$ cat src/design/itoa_pkg.sv
`timescale 1ns / 1ps
// ----------------------------------------------------------------------------
// itoa_pkg
// Shared types, constants and the digit glyph lookup for the integer to text
// converter.
// ----------------------------------------------------------------------------
package itoa_pkg;

    localparam int DEF_VALUE_WIDTH = 32;
    localparam int DEF_MAX_DIGITS  = 32;

    localparam logic [7:0] RADIX_RESET = 8'd10;
    localparam logic [7:0] RADIX_MIN   = 8'd2;
    localparam logic [7:0] RADIX_MAX   = 8'd16;
    localparam logic [7:0] RADIX_DEC   = 8'd10;

    localparam logic [7:0] CHAR_MINUS  = 8'h2D;
    localparam logic [7:0] CHAR_NUL    = 8'h00;

    // register index 0 of the config space
    localparam logic REG_RADIX = 1'b0;

    typedef enum logic [2:0] {
        ST_IDLE,
        ST_DIV,
        ST_SIGN,
        ST_READ,
        ST_EMIT,
        ST_TERM
    } t_state;

    // lower-case hex glyphs
    function automatic logic [7:0] glyph(input logic [3:0] d);
        logic [7:0] c;
        if (d < 4'd10) begin
            c = 8'h30 + {4'd0, d};
        end else begin
            c = 8'h57 + {4'd0, d};
        end
        return c;
    endfunction

endpackage

$ cat src/design/integer_to_ascii_radix_unit.sv
`timescale 1ns / 1ps
// ----------------------------------------------------------------------------
// integer_to_ascii_radix_unit
// Signed integer to ASCII text in a programmable base (2 to 16), emitted one
// character per word, most significant first, ending with a NUL marked last.
// ----------------------------------------------------------------------------
// One value is converted at a time. The magnitude is divided by the radix
// bit-serially, one quotient bit per cycle, through the restoring divide
// loop. The digits are parked in a small digit RAM (registered read), then
// read back in reverse: for each character the READ state fetches the digit
// and the EMIT state passes its glyph to the output register. A radix
// outside 2..16 yields only the terminator. In base 10 a negative value gets
// a leading '-'; other bases give the magnitude digits unsigned. s_tready is
// high only while the unit is idle; the final character sits in the output
// register and does not hold up the next value beyond that. The radix
// register (reset 10) lives at byte address 0 and should be written only
// while the unit is idle.
// ----------------------------------------------------------------------------
module integer_to_ascii_radix_unit #(
    parameter int VALUE_WIDTH = itoa_pkg::DEF_VALUE_WIDTH,
    parameter int MAX_DIGITS  = itoa_pkg::DEF_MAX_DIGITS
) (
    input  logic                                  i_clk,
    input  logic                                  i_rst_n,
    // input stream
    input  logic                                  s_tvalid,
    output logic                                  s_tready,
    input  logic [((VALUE_WIDTH+7)/8)*8-1:0]      s_tdata,   // [VALUE_WIDTH-1:0] value
    // output stream
    output logic                                  m_tvalid,
    input  logic                                  m_tready,
    output logic [7:0]                            m_tdata,   // [7:0] character
    output logic                                  m_tlast,   // last (terminator)
    // APB config port
    input  logic                                  psel,
    input  logic                                  penable,
    input  logic                                  pwrite,
    input  logic [2:0]                            paddr,
    input  logic [31:0]                           pwdata,
    output logic [31:0]                           prdata,
    output logic                                  pready
);
    import itoa_pkg::*;

    localparam int BW = $clog2(VALUE_WIDTH);      // divide bit counter
    localparam int AW = $clog2(MAX_DIGITS);       // digit RAM address
    localparam int CW = $clog2(MAX_DIGITS + 1);   // digit count

    localparam logic [BW-1:0] LAST_BIT  = BW'(VALUE_WIDTH - 1);
    localparam logic [CW-1:0] ROOM_FULL = CW'(MAX_DIGITS);
    localparam logic [CW-1:0] ROOM_SIGN = CW'(MAX_DIGITS - 1);

    // ---------------------------------------------------------------- config
    logic [7:0] r_radix;

    assign pready = 1'b1;
    assign prdata = (paddr[2] == REG_RADIX) ? {24'd0, r_radix} : 32'd0;

    always_ff @(posedge i_clk) begin
        if (!i_rst_n) begin
            r_radix <= RADIX_RESET;
        end else if (psel && penable && pwrite && (paddr[2] == REG_RADIX)) begin
            r_radix <= pwdata[7:0];
        end
    end

    // ---------------------------------------------------------------- state
    t_state                 r_state, n_state;
    logic [VALUE_WIDTH-1:0] r_q,     n_q;      // running quotient / dividend
    logic [3:0]             r_rem,   n_rem;    // partial remainder
    logic [BW-1:0]          r_bit,   n_bit;
    logic [CW-1:0]          r_count, n_count;
    logic                   r_sign,  n_sign;
    logic                   r_out_valid, n_out_valid;
    logic [7:0]             r_out_char,  n_out_char;
    logic                   r_out_last,  n_out_last;

    // digit RAM
    logic [3:0]             r_digits [MAX_DIGITS];
    logic [3:0]             r_rd_data;

    logic [VALUE_WIDTH-1:0] in_value;
    logic                   in_neg;
    logic                   radix_ok;
    logic                   accept;
    logic                   out_free;

    // divide step
    logic [4:0]             trial;
    logic [4:0]             diff;
    logic                   ge;
    logic [VALUE_WIDTH-1:0] step_q;
    logic [3:0]             step_rem;
    logic                   digit_done;
    logic [CW-1:0]          room;
    logic                   wr_en;
    logic                   rd_en;

    assign in_value = s_tdata[VALUE_WIDTH-1:0];
    assign in_neg   = in_value[VALUE_WIDTH-1];
    assign radix_ok = (r_radix >= RADIX_MIN) && (r_radix <= RADIX_MAX);
    assign s_tready = (r_state == ST_IDLE);
    assign accept   = s_tvalid && s_tready;
    assign out_free = !r_out_valid || m_tready;

    // radix is at most 16 here, so five bits cover it
    assign trial      = {r_rem, r_q[VALUE_WIDTH-1]};
    assign ge         = (trial >= r_radix[4:0]);
    assign diff       = trial - r_radix[4:0];
    assign step_rem   = ge ? diff[3:0] : trial[3:0];
    assign step_q     = {r_q[VALUE_WIDTH-2:0], ge};
    assign digit_done = (r_state == ST_DIV) && (r_bit == LAST_BIT);
    assign room       = r_sign ? ROOM_SIGN : ROOM_FULL;
    assign wr_en      = digit_done && (r_count < room);
    assign rd_en      = (r_state == ST_READ) && (r_count != '0);

    // next state
    always_comb begin
        n_state = r_state;
        unique case (r_state)
            ST_IDLE: begin
                if (accept) begin
                    n_state = radix_ok ? ST_DIV : ST_TERM;
                end
            end
            ST_DIV: begin
                if (digit_done && (step_q == '0)) begin
                    n_state = r_sign ? ST_SIGN : ST_READ;
                end
            end
            ST_SIGN: begin
                if (out_free) begin
                    n_state = ST_READ;
                end
            end
            ST_READ: begin
                n_state = (r_count == '0) ? ST_TERM : ST_EMIT;
            end
            ST_EMIT: begin
                if (out_free) begin
                    n_state = ST_READ;
                end
            end
            ST_TERM: begin
                if (out_free) begin
                    n_state = ST_IDLE;
                end
            end
            default: n_state = ST_IDLE;
        endcase
    end

    // datapath and output word
    always_comb begin
        n_q         = r_q;
        n_rem       = r_rem;
        n_bit       = r_bit;
        n_count     = r_count;
        n_sign      = r_sign;
        n_out_valid = r_out_valid && !m_tready;
        n_out_char  = r_out_char;
        n_out_last  = r_out_last;
        unique case (r_state)
            ST_IDLE: begin
                if (accept) begin
                    n_q     = in_neg ? (~in_value + 1'b1) : in_value;
                    n_rem   = '0;
                    n_bit   = '0;
                    n_count = '0;
                    n_sign  = in_neg && (r_radix == RADIX_DEC);
                end
            end
            ST_DIV: begin
                n_q   = step_q;
                n_rem = step_rem;
                n_bit = r_bit + 1'b1;
                if (digit_done) begin
                    n_rem = '0;
                    n_bit = '0;
                    if (wr_en) begin
                        n_count = r_count + 1'b1;
                    end
                end
            end
            ST_SIGN: begin
                if (out_free) begin
                    n_out_valid = 1'b1;
                    n_out_char  = CHAR_MINUS;
                    n_out_last  = 1'b0;
                end
            end
            ST_READ: begin
                if (r_count != '0) begin
                    n_count = r_count - 1'b1;
                end
            end
            ST_EMIT: begin
                if (out_free) begin
                    n_out_valid = 1'b1;
                    n_out_char  = glyph(r_rd_data);
                    n_out_last  = 1'b0;
                end
            end
            ST_TERM: begin
                if (out_free) begin
                    n_out_valid = 1'b1;
                    n_out_char  = CHAR_NUL;
                    n_out_last  = 1'b1;
                end
            end
            default: ;
        endcase
    end

    always_ff @(posedge i_clk) begin
        if (!i_rst_n) begin
            r_state     <= ST_IDLE;
            r_q         <= '0;
            r_rem       <= '0;
            r_bit       <= '0;
            r_count     <= '0;
            r_sign      <= 1'b0;
            r_out_valid <= 1'b0;
        end else begin
            r_state     <= n_state;
            r_q         <= n_q;
            r_rem       <= n_rem;
            r_bit       <= n_bit;
            r_count     <= n_count;
            r_sign      <= n_sign;
            r_out_valid <= n_out_valid;
        end
    end

    // output payload, no reset needed
    always_ff @(posedge i_clk) begin
        r_out_char <= n_out_char;
        r_out_last <= n_out_last;
    end

    // digit RAM: written least significant first, read back in reverse
    always_ff @(posedge i_clk) begin
        if (wr_en) begin
            r_digits[r_count[AW-1:0]] <= step_rem;
        end
    end

    always_ff @(posedge i_clk) begin
        if (rd_en) begin
            r_rd_data <= r_digits[n_count[AW-1:0]];
        end
    end

    assign m_tvalid = r_out_valid;
    assign m_tdata  = r_out_char;
    assign m_tlast  = r_out_last;

endmodule
$ cat config.mk
export PLATFORM = sky130hd
export DESIGN_NAME = integer_to_ascii_radix_unit
export DESIGN_NICKNAME = d
export VERILOG_FILES = /design/src/design/itoa_pkg.sv /design/src/design/integer_to_ascii_radix_unit.sv
export SDC_FILE = /design/constraint.sdc
export NUM_CORES = 1
export LEC_CHECK = 0
export ABC_AREA = 1
export BUFFER_PORTS_ARGS = -buffer_cell sky130_fd_sc_hd__buf_2
export CAP_MARGIN = 20
export CELL_PAD_IN_SITES_DETAIL_PLACEMENT = 1
export CELL_PAD_IN_SITES_GLOBAL_PLACEMENT = 1
export CORE_MARGIN = 3
export CORE_UTILIZATION = 25
export CTS_BUF_LIST = sky130_fd_sc_hd__clkbuf_4 sky130_fd_sc_hd__clkbuf_8
export CTS_CLUSTER_DIAMETER = 50
export CTS_CLUSTER_SIZE = 14
export DETAILED_ROUTE_END_ITERATION = 16
export PLACE_DENSITY_LB_ADDON = 0.1
export SKIP_CTS_REPAIR_TIMING = 1
export SLEW_MARGIN = 0
export SYNTH_ARGS = -nofsm -noshare
export SYNTH_HDL_FRONTEND = slang
export SYNTH_SLANG_ARGS = --single-unit
$ cat constraint.sdc
create_clock -name i_clk -period 3.9 [get_ports i_clk]
set_input_delay 0.195 -clock i_clk [delete_from_list [all_inputs] [get_ports i_clk]]
set_output_delay 0.195 -clock i_clk [all_outputs]
set_load 0.02 [all_outputs]
Word-level counts from Yosys, hierarchy flattened
Memory sizes are Yosys's and may differ from the RTL's. A register that Yosys moved wholly into a read port is not among the register bits.
Index checks and enable logic that the tools add are counted.
Widths: inputs -> output; s select.
{ "word_totals": {"ff_bits": 69, "ramBits": 128, "inputBits": 74, "out_inout_bits": 44, "wordCells": 109, "memories": 1} }
{ "mem_list": {"columns": ["name", "depth", "word_bits", "read_ports", "rd_ports_with_merged_regs", "write_ports", "line", "source"], "rows": [
  ["r_digits", 32, 4, 1, 1, 1, "integer_to_ascii_radix_unit.sv:79", "logic [3:0] r_digits [MAX_DIGITS];"]
]} }
{ "op_classes": {"n_addsub": 7, "magnitude_cmp": 5, "n_eq_ne": 16, "muxes": 37, "bitwise_logic": 2, "n_reduce_logical": 30} }
{ "ops": {"columns": ["op", "count"], "rows": [
  ["$mux 32", 2],
  ["$pmux 32 s2", 1],
  ["$mux 8", 5],
  ["$add 32x1->32 const B", 1],
  ["$logic_not 32->1", 1],
  ["$not 32->32", 1],
  ["$mux 6", 5],
  ["$pmux 8 s3", 1],
  ["$pmux 6 s3", 1],
  ["$mux 3", 5],
  ["$pmux 3 s5", 1],
  ["$mux 4", 3],
  ["$logic_and 1x1->1", 11],
  ["$mux 5", 2],
  ["$ne 2x2->1 const B", 5],
  ["$pmux 5 s2", 1],
  ["$add 7x4->8 const A", 1],
  ["$eq 8x4->1 const B", 1],
  ["$ge 8x2->1 const B", 1],
  ["$le 8x5->1 const B", 1],
  ["$mux 1", 8],
  ["$ne 2x1->1 const B", 4],
  ["$pmux 4 s2", 1],
  ["$reduce_and 4->1", 2],
  ["other kinds (26)", 32]
]} }

Logic depth before layout (Yosys ltp)
Gate-level depths: netlist of run 1.
{ "depth": {"word_depth": 6, "depth_mapped": 19, "ltp_nobuf": 17} }

Least setup slack after synthesis of run 1
OpenSTA, ideal clock, no wires.
{ "synth_path": {"path_type": "reg-to-reg", "start": "register r_radix[1]", "end": "memory r_digits[0][0], data pin", "setup_time_ns": 0.464, "arrival_time_ns": 2.798, "required_ns": 3.436, "slack_ns": 0.638, "path_stages_with_launch": 10, "n_path_buf": 1, "period_less_slack_ns": 3.262, "cell_sequence": "dfxtp_1 inv_1 ha_1 nand2_1 nor2_1 o21ai_0 nand2_1 a21o_1 clkbuf_1 o21ai_0"} }
{ "synth_between": {"elab_chain_cells": 2} }
{ "synth_lines": {"columns": ["item", "line", "source"], "rows": [
  ["start, declared", "integer_to_ascii_radix_unit.sv:54", "logic [7:0] r_radix;"],
  ["start signal, assigned", "integer_to_ascii_radix_unit.sv:63", "r_radix <= pwdata[7:0];"],
  ["$ge 5x5->1", "integer_to_ascii_radix_unit.sv:108", "assign ge = (trial >= r_radix[4:0]);"],
  ["$mux 4", "integer_to_ascii_radix_unit.sv:110", "assign step_rem = ge ? diff[3:0] : trial[3:0];"],
  ["named net step_rem[0]", "integer_to_ascii_radix_unit.sv:93", "logic [3:0] step_rem;"],
  ["end, declared", "integer_to_ascii_radix_unit.sv:79", null]
]} }
The timed path passes the listed nets, and every way through them passes these cells.

Final worst setup path of run 1
{ "layout_path": {"start": "register r_sign", "end": "register r_rd_data[1], read port of r_digits, data pin"} }
{ "layout_between": {"elab_chain_cells": 6} }
{ "layout_lines": {"columns": ["item", "line", "source"], "rows": [
  ["start, declared", "integer_to_ascii_radix_unit.sv:73", "logic r_sign, n_sign;"],
  ["start signal, assigned", "integer_to_ascii_radix_unit.sv:230", "r_sign <= n_sign;"],
  ["$mux 6", "integer_to_ascii_radix_unit.sv:113", "assign room = r_sign ? ROOM_SIGN : ROOM_FULL;"],
  ["$lt 6x6->1", "integer_to_ascii_radix_unit.sv:114", "assign wr_en = digit_done && (r_count < room);"],
  ["$logic_and 1x1->1", "integer_to_ascii_radix_unit.sv:114", null],
  ["$mux 6", "integer_to_ascii_radix_unit.sv:180", "if (wr_en) begin"],
  ["$mux 6", "integer_to_ascii_radix_unit.sv:177", "if (digit_done) begin"],
  ["$pmux 6 s3", "integer_to_ascii_radix_unit.sv:163", "unique case (r_state)"],
  ["end, declared", "integer_to_ascii_radix_unit.sv:80", "logic [3:0] r_rd_data;"]
]} }
Every way passes these cells. The select of a mux whose other input is x is not followed.
A chain may end at the register's enable or synchronous reset.

==> results by group, run 1 <==
Floorplan
  – Core area: 0.0414 mm²
  – Initial Util: 25.6%
  – Total die area: 0.0449 mm²
  – Chip width: 212 µm
  – # IOs: 118
  – Die height: 212 µm
  – Rows: 74

Clock network
  – TritonCTS clock tree: built
  – Skew-Pair Late Insertion Delay: 520 ps
  – TritonCTS buffer count: 17
  – TritonCTS Sinks: 200
  – Max clock buf depth: 2
  – Clock root buffer master: clkbuf_8
  – H-tree depth: 4
  – Clock Pin Slew Worst Setup and Hold Paths: 100 ps

Placement
  – IO Port Bufs: 65
  – Placed insts: 1827
  – HPWL Detailed: 22700 µm
  – GP Congestion: 0.759

Yosys
  – Synth top area cells: edfxtp_1 (40%), dfxtp_1 (11%), nand3_1 (8.5%)
  – Syn_area_per_cell: 8.41 µm²
  – Sequential share of the synthesized area: 51.0%
  – Gate count of the mapped netlist: 1260
  – Async set-reset flop share out of synthesis: 0%
  – Cell variety after synth: 46
  – Post-synth top area cell: edfxtp_1
  – Synth Cell Area: 0.0106 mm²
  – Top FF cell, synth: edfxtp_1
  – Yosys warnings: 0
  – Synth top area share: 39.7%
  – Synth Register Bits: 200
  – EDFF count, synth: 140

Pwr
  – P_leak: 4.93 nW
  – Peak supply drop: 0.000225 V
  – Power, Total: 5.92 mW
  – P per Cell Area: 495 mW/mm²

Route
  – Via Count: 8507
  – Drt wl/cell: 17.4 µm
  – DRT Pass-1 Iters: 5
  – DRT antenna net count: 0
  – Routed wire length: 32600 µm
  – First DRT Iteration DRCs: 445
  – Vias per cell: 4.55
  – Remaining DRCs: 0

STA
  – Hold Vio Cnt, Final: 0
  – Fmax: 308 MHz
  – Worst-margin pin slew: 876 ps
  – Unrepaired setup endpoints after global routing: no
  – Tcrit/Tclk final: 83.2%
  – Final Max Tran Viols: 0
  – Fin Hold WS: 2.53 ps
  – Normalized max-slew margin: 41.1%
  – Final TNS setup: 0 ps
  – Layout Skew: 19.7 ps
  – Setup violators final: 0
  – Final min period: 3250 ps

GRT
  – First-pass GRT wire length: 50500 µm
  – Largest net degree at the start of global routing: 65
  – Initial antenna violation count: 0
  – Total GRT Usage: 14.8%
  – Grt total ovfl: 0
  – Vias in the first global route: 8647

Layout
  – Layout area overhead: 12.8%
  – Area of the multi-input gates: 0.00413 mm²
  – Register area: 0.00541 mm²
  – Layout cells sized above 1: 11.7%
  – Final Net Count: 1416
  – N_diodes: 0
  – Core Util, Final: 28.9%
  – Finished Layout Cells: 1868
  – Filler cells: 4924

Worst setup path
  – Reg2reg setup slack: 650 ps
  – R2R Path Start: r_sign
  – Max FO, Critical Path: 64
  – Setup CP Type: reg2reg
  – Worst Setup SP: r_sign
  – Worst Path Arrival: 3510 ps
  – R2r endpoint: r_rd_data[1]
  – Required time of the worst setup path: 4160 ps
  – Worst setup path end: r_rd_data[1]
  – R2R cell count: 15
  – Type of origin of the critical path: flop
  – Worst setup EP type: flop

Run status
  – Status: finished clean

Hold path
  – Worst Hold Class: in2reg

Job
  – Max-cap violation count: 0
==> layout by cell type (no fill, tap or decap), drive strengths merged <==
cell	n
a22o	1
edfxtp	140
dlygate4sd3	9
conb	26
o21a	1
nand3b	43
xnor2	3
xor2	10
o22ai	10
o31ai	2
clkinvlp	2
o2111ai	1
a21o	3
or2	7
bufinv	1
nor2	111
buf	91
nor3	18
nand3	181
nor4	9
o211ai	6
fa	1
ha	18
dfxtp	60
a21oi	52
o21ai	39
clkinv	8
inv	193
or3	2
nand4	7
a31oi	22
clkbuf	18
nand2	240
and3	1
==> worst max-delay path: stages, from the launching register on <==
cell and delay (ps):
dfxtp_1 410, inv_1 120, ha_1 280, nand2_1 80
inv_1 40, a21oi_1 230, nand3_4 200, nand3_2 130
buf_4 590, nand3b_1 180, nand3_1 150, nand3_1 130
nand3_1 170, nand2_1 60, nand2_1 60, nand2_1 80
==> metal layers <==
metal  wire [µm]  vias up  GRT usage, %
li1            -     4261             -
met4         296        0          3.09
met2       15100       84          23.8
met3         779       17          2.68
met1       16300     4145          20.9
met5           0        -             0
==> sequential cells by signal, indices dropped and copies added (netlist names), 3 cells and up <==
signal,cells
r_rd_data,4
r_rem,4
r_digits,128
r_radix,8
r_count,6
r_q,32
r_bit,5
m_tdata,7
r_state,3
==> cells by family (layout without fill, tap and decap cells) <==
group	count (synthesis)	in the layout	synth area share [%]
XOR/XNOR	13	13	1.07
AND/OR/NAND/NOR	619	619	26.9
flip-flops	200	200	51.0
buffers and inverters	270	322	11.2
AO/OA/AOI/OAI	137	137	7.46
adder cells (fa/ha/maj)	19	19	2.31
other	2	26	0.0708
==> how the worst min path moves through the flow <==
| stage | startpoint | end | slack (ps) | cells after the start |
|---|---|---|---|---|
| finish | s_tdata[0] | r_q[0] | 3 | 3 |
| global route | s_tdata[0] | r_q[0] | 2 | 3 |
| CTS | pwdata[1] | r_radix[1] | -140 | 3 |
| detailed placement | pwdata[1] | r_radix[1] | 430 | 3 |
| global placement | pwdata[3] | r_radix[3] | 430 | 3 |
| floorplan | pwdata[1] | r_radix[1] | 330 | 2 |
==> report_power, final <==
part / switching, mW / leakage (nW) / internal [mW] / total, mW
Combinational: 1.42 / 2.96 / 0.596 / 2.01
Sequential: 0.107 / 1.78 / 2.44 / 2.55
Clock: 0.829 / 0.188 / 0.529 / 1.36
==> cell type report <==
cell class,count,area share (%)
timing repair buffer,100,5.53
tap,532,5.57
sequential,200,45.2
clock buffer,18,2.02
clock inverter,14,1.16
inverter,190,5.97
multi-input combinational,814,34.5
==> cells in the mapped netlist, drive strengths merged (10+ instances only) <==
master and number:
dfxtp 60, nor3 18, inv 187, nor2 111, ha 18, o22ai 10
nand2 240, edfxtp 140, nand3b 43, buf 59, a21oi 52, o21ai 39
nand3 181, xor2 10, a31oi 22, clkbuf 21
==> metrics by stage <==
step / cell area, µm² / worst slack (ps)
finish: 12000 / 653
detailed placement: 11500 / 646
floorplan: 10700 / 638
global route: 12000 / 362
CTS: 11900 / 628
global placement: 11500 / 635
No activity file was read; power rests on OpenSTA's default activity.
==> inputs of run 2 (changes only) <==
Settings changed: ABC_AREA 1 to 0.
Clock period 3.9 ns to 2.6 ns, I/O delays scaled along.
==> results by group, run 2 <==
Yosys
  – Yosys warnings: 0 (unchanged)
  – Sequential share of the synthesized area: 53.7% (was 51.0%)
  – Synth top area share: 41.7% (was 39.7%)
  – Count leader, synth: edfxtp_1 (was nand2_1)
  – Synth top area cells: edfxtp_1 (42%), dfxtp_1 (12%), nor2_1 (4.7%) (was edfxtp_1 (40%), dfxtp_1 (11%), nand3_1 (8.5%))
  – Top FF cell, synth: edfxtp_1 (unchanged)
  – Post-synth top cells: edfxtp_1 (140), nor2_1 (127), a21oi_1 (78) (was nand2_1 (235), inv_1 (184), nand3_1 (179))
  – Async set-reset flop share out of synthesis: 0% (unchanged)
  – Synth Register Bits: 200 (unchanged)
  – EDFF count, synth: 140 (unchanged)
  – Post-synth top area cell: edfxtp_1 (unchanged)
  – Cell variety after synth: 71 (was 46)
  – Syn_area_per_cell: 10.4 µm² (was 8.41 µm²)
  – Gate count of the mapped netlist: 967 (was 1260)
  – Synth Cell Area: 0.0101 mm² (was 0.0106 mm²)

Worst setup path
  – Worst Path Arrival: 3340 ps (was 3510 ps)
  – R2R Path Start: r_count[0] (was r_sign)
  – Setup CP Type: reg2reg (unchanged)
  – Crit-path max cell delay: 500 ps (was 590 ps)
  – Worst setup EP type: flop (unchanged)
  – R2r endpoint: r_rd_data[2] (was r_rd_data[1])
  – Required time of the worst setup path: 2840 ps (was 4160 ps)
  – Max FO, Critical Path: 6 (was 64)
  – Crit-path cells: inv_4, ha_4, or3b_4, o31ai_4, or3_4, inv_6, buf_6, o221a_4, a41oi_4, buf_12, mux4_2, nor2_1, a211o_1, nand4_1 (was inv_1, ha_1, nand2_1, inv_1, a21oi_1, nand3_4, nand3_2, buf_4, nand3b_1, nand3_1, nand3_1, nand3_1, nand2_1, nand2_1, nand2_1)
  – Critical path's top delay family: simple AND/OR/NAND/NOR gates (unchanged)
  – Crit-path slowest cell: mux4_2 (was buf_4)
  – Worst path bufs/invs: 4 (was 3)
  – Type of origin of the critical path: flop (unchanged)
  – R2R cell count: 14 (was 15)
  – Reg2reg setup slack: -500 ps (was 650 ps)

Layout
  – Filler cells: 4424 (was 4924)
  – Commonest non-fill, non-tap cells in the layout: buf_4 (150), edfxtp_1 (140), nor2_1 (114) (was nand2_1 (234), inv_1 (184), nand3_1 (178))
  – Core Util, Final: 33.6% (was 28.9%)
  – Layout area overhead: 30.9% (was 12.8%)
  – N_diodes: 0 (unchanged)
  – Max reg flops: 128 (unchanged)
  – Finished Layout Cells: 1697 (was 1868)
  – Commonest non-fill, non-tap cell in the layout: buf_4 (was nand2_1)
  – Register area: 0.00541 mm² (about the same)
  – Area of the multi-input gates: 0.00464 mm² (was 0.00413 mm²)
  – Layout cells sized above 1: 30.5% (was 11.7%)
  – Final Net Count: 1259 (was 1416)

GRT
  – Vias in the first global route: 8512 (was 8647)
  – Initial antenna violation count: 0 (unchanged)
  – Grt total ovfl: 0 (unchanged)
  – Largest net degree at the start of global routing: 41 (was 65)
  – Total GRT Usage: 15.3% (was 14.8%)
  – First-pass GRT wire length: 50000 µm (was 50500 µm)

Route
  – Remaining DRCs: 0 (unchanged)
  – Via Count: 8119 (was 8507)
  – DRT antenna net count: 0 (unchanged)
  – First DRT Iteration DRCs: 379 (was 445)
  – Drt wl/cell: 19.3 µm (was 17.4 µm)
  – Routed wire length: 32700 µm (was 32600 µm)
  – Vias per cell: 4.78 (was 4.55)
  – DRT Pass-1 Iters: 4 (was 5)

STA
  – Setup WS post-layout: -504 ps (was 653 ps)
  – Layout Skew: 14.8 ps (was 19.7 ps)
  – Hold Vio Cnt, Final: 0 (unchanged)
  – Unrepaired setup endpoints after global routing: yes (was no)
  – Fmax: 322 MHz (was 308 MHz)
  – Normalized max-slew margin: 58.9% (was 41.1%)
  – Final min period: 3100 ps (was 3250 ps)
  – Setup violators final: 4 (was 0)
  – Worst-margin pin slew: 615 ps (was 876 ps)
  – Tcrit/Tclk final: 119% (was 83.2%)
  – Final Max Tran Viols: 0 (unchanged)

Hold path
  – Hold_sp: i_rst_n (was s_tdata[0])
  – Hold Path Cell Cnt: 2 (was 3)
  – Worst Hold Class: in2reg (unchanged)
  – Hold Path End: r_radix[3] (was r_q[0])

Pwr
  – Clock Power Share: 25.1% (was 22.9%)
  – Part of the power in registers: 43.6% (was 43.1%)
  – P_leak: 4.84 nW (was 4.93 nW)
  – Internal power: 5.68 mW (was 3.57 mW)
  – Peak supply drop: 0.000305 V (was 0.000225 V)
  – Sw frac: 34.4% (was 39.7%)
  – P per Cell Area: 656 mW/mm² (was 495 mW/mm²)
  – Net Switching: 2.97 mW (was 2.35 mW)
  – Gate power share: 31.2% (was 34.0%)

Clock network
  – Skew-Pair Late Insertion Delay: 490 ps (was 520 ps)
  – TritonCTS buffer count: 17 (unchanged)
  – H-tree depth: 4 (unchanged)
  – TritonCTS Sinks: 200 (unchanged)
  – Max clock buf depth: 2 (unchanged)
  – Clock Pin Slew Worst Setup and Hold Paths: 110 ps (was 100 ps)
  – TritonCTS clock tree: built (unchanged)
  – Clock root buffer master: clkbuf_8 (unchanged)

Floorplan
  – Die height: 207 µm (was 212 µm)
  – Rows: 72 (was 74)
  – # IOs: 118 (unchanged)
  – Total die area: 0.0427 mm² (was 0.0449 mm²)
  – Core area: 0.0392 mm² (was 0.0414 mm²)
  – Chip width: 207 µm (was 212 µm)
  – Initial Util: 25.7% (was 25.6%)

Placement
  – Placed insts: 1641 (was 1827)
  – IO Port Bufs: 65 (unchanged)
  – GP Congestion: 0.776 (was 0.759)
  – HPWL Detailed: 23600 µm (was 22700 µm)

Job
  – Max-cap violation count: 0 (unchanged)

Run status
  – Failing checks: setup timing
  – Status: complete, but fails checks (was finished clean)
==> run 2: cell count changes after synthesis, sizes merged, moves of 26 or more <==
cell	change
a21oi	+26
a221oi	+50
nand2	-171
nand3b	-34
inv	-168
nand3	-169
==> run 2: kinds of logic (layout without fill, tap and decap cells) <==
group / Yosys count / in the layout / share of synthesized area (%)
buffers and inverters: 111 / 298 / 5.57
adder cells (fa/ha/maj): 19 / 19 / 2.44
AO/OA/AOI/OAI: 274 / 274 / 19.0
flip-flops: 200 / 200 / 53.7
other: 2 / 26 / 0.0746
AND/OR/NAND/NOR: 319 / 320 / 15.3
multiplexers: 9 / 9 / 1.07
XOR/XNOR: 33 / 33 / 2.87
==> run 2: final cells by class <==
| cell class | instances | share of cell area, % |
|---|---|---|
| Clock buffer | 18 | 1.88 |
| Clock inverter | 14 | 1.35 |
| Inverter | 19 | 0.598 |
| Multi-Input combinational cell | 681 | 35.2 |
| Sequential cell | 200 | 41.0 |
| Tap cell | 518 | 4.92 |
| Timing Repair Buffer | 247 | 15.0 |
==> run 2: per-layer routing <==
layer | GRT usage [%] | wire length, µm | share of wire [%] | up-vias
met5 | 0 | 0 | 0 | -
met4 | 3.37 | 372 | 1.1 | 0
met3 | 2.67 | 813 | 2.5 | 14
met2 | 26.2 | 16200 | 49 | 96
met1 | 20.4 | 15400 | 47 | 4021
li1 | - | - | - | 3988
==> run 2: power by group through the flow <==
stage	Clock, mW	Combinational [mW]	Sequential [mW]
2_1_floorplan	0	1.47	3.83
3_3_place_gp	0	2.54	3.84
3_5_place_dp	0	2.55	3.84
4_1_cts	2.25	2.55	3.77
5_1_grt	2.37	2.98	3.80
6_report	2.18	2.70	3.77
==> run 2: through the flow <==
step	hold slack [ps]	TNS, ps	power, mW	worst slack (ps)	cell area [µm²]
2_1_floorplan	266	-2060	5.30	-593	10300
5_1_grt	2.18	-2440	9.15	-616	13200
6_report	22.6	-1890	8.65	-504	13200
3_5_place_dp	377	-20060	6.40	-791	12100
3_3_place_gp	376	-29660	6.39	-766	12100
4_1_cts	-175	-21820	8.58	-838	12600
==> run 2: worst register-to-register path: cells and delay by family (launching register included) <==
family / cells / cell delay, ps
simple gates: 4 / 760
compound gates: 4 / 710
mux: 1 / 500
buf+inv: 4 / 400
flops: 1 / 350
fa+ha+maj: 1 / 130
==> run 2: worst max-delay path by stage <==
| stage | startpoint | to | depth (start not counted) |
|---|---|---|---|
| 2_1_floorplan | r_count[0] | r_rd_data[2] | 15 |
| 3_3_place_gp | r_count[1] | r_rd_data[3] | 14 |
| 3_5_place_dp | r_count[1] | r_rd_data[3] | 14 |
| 4_1_cts | r_count[1] | r_rd_data[3] | 14 |
| 5_1_grt | r_count[0] | r_rd_data[2] | 14 |
| 6_report | r_count[0] | r_rd_data[2] | 14 |
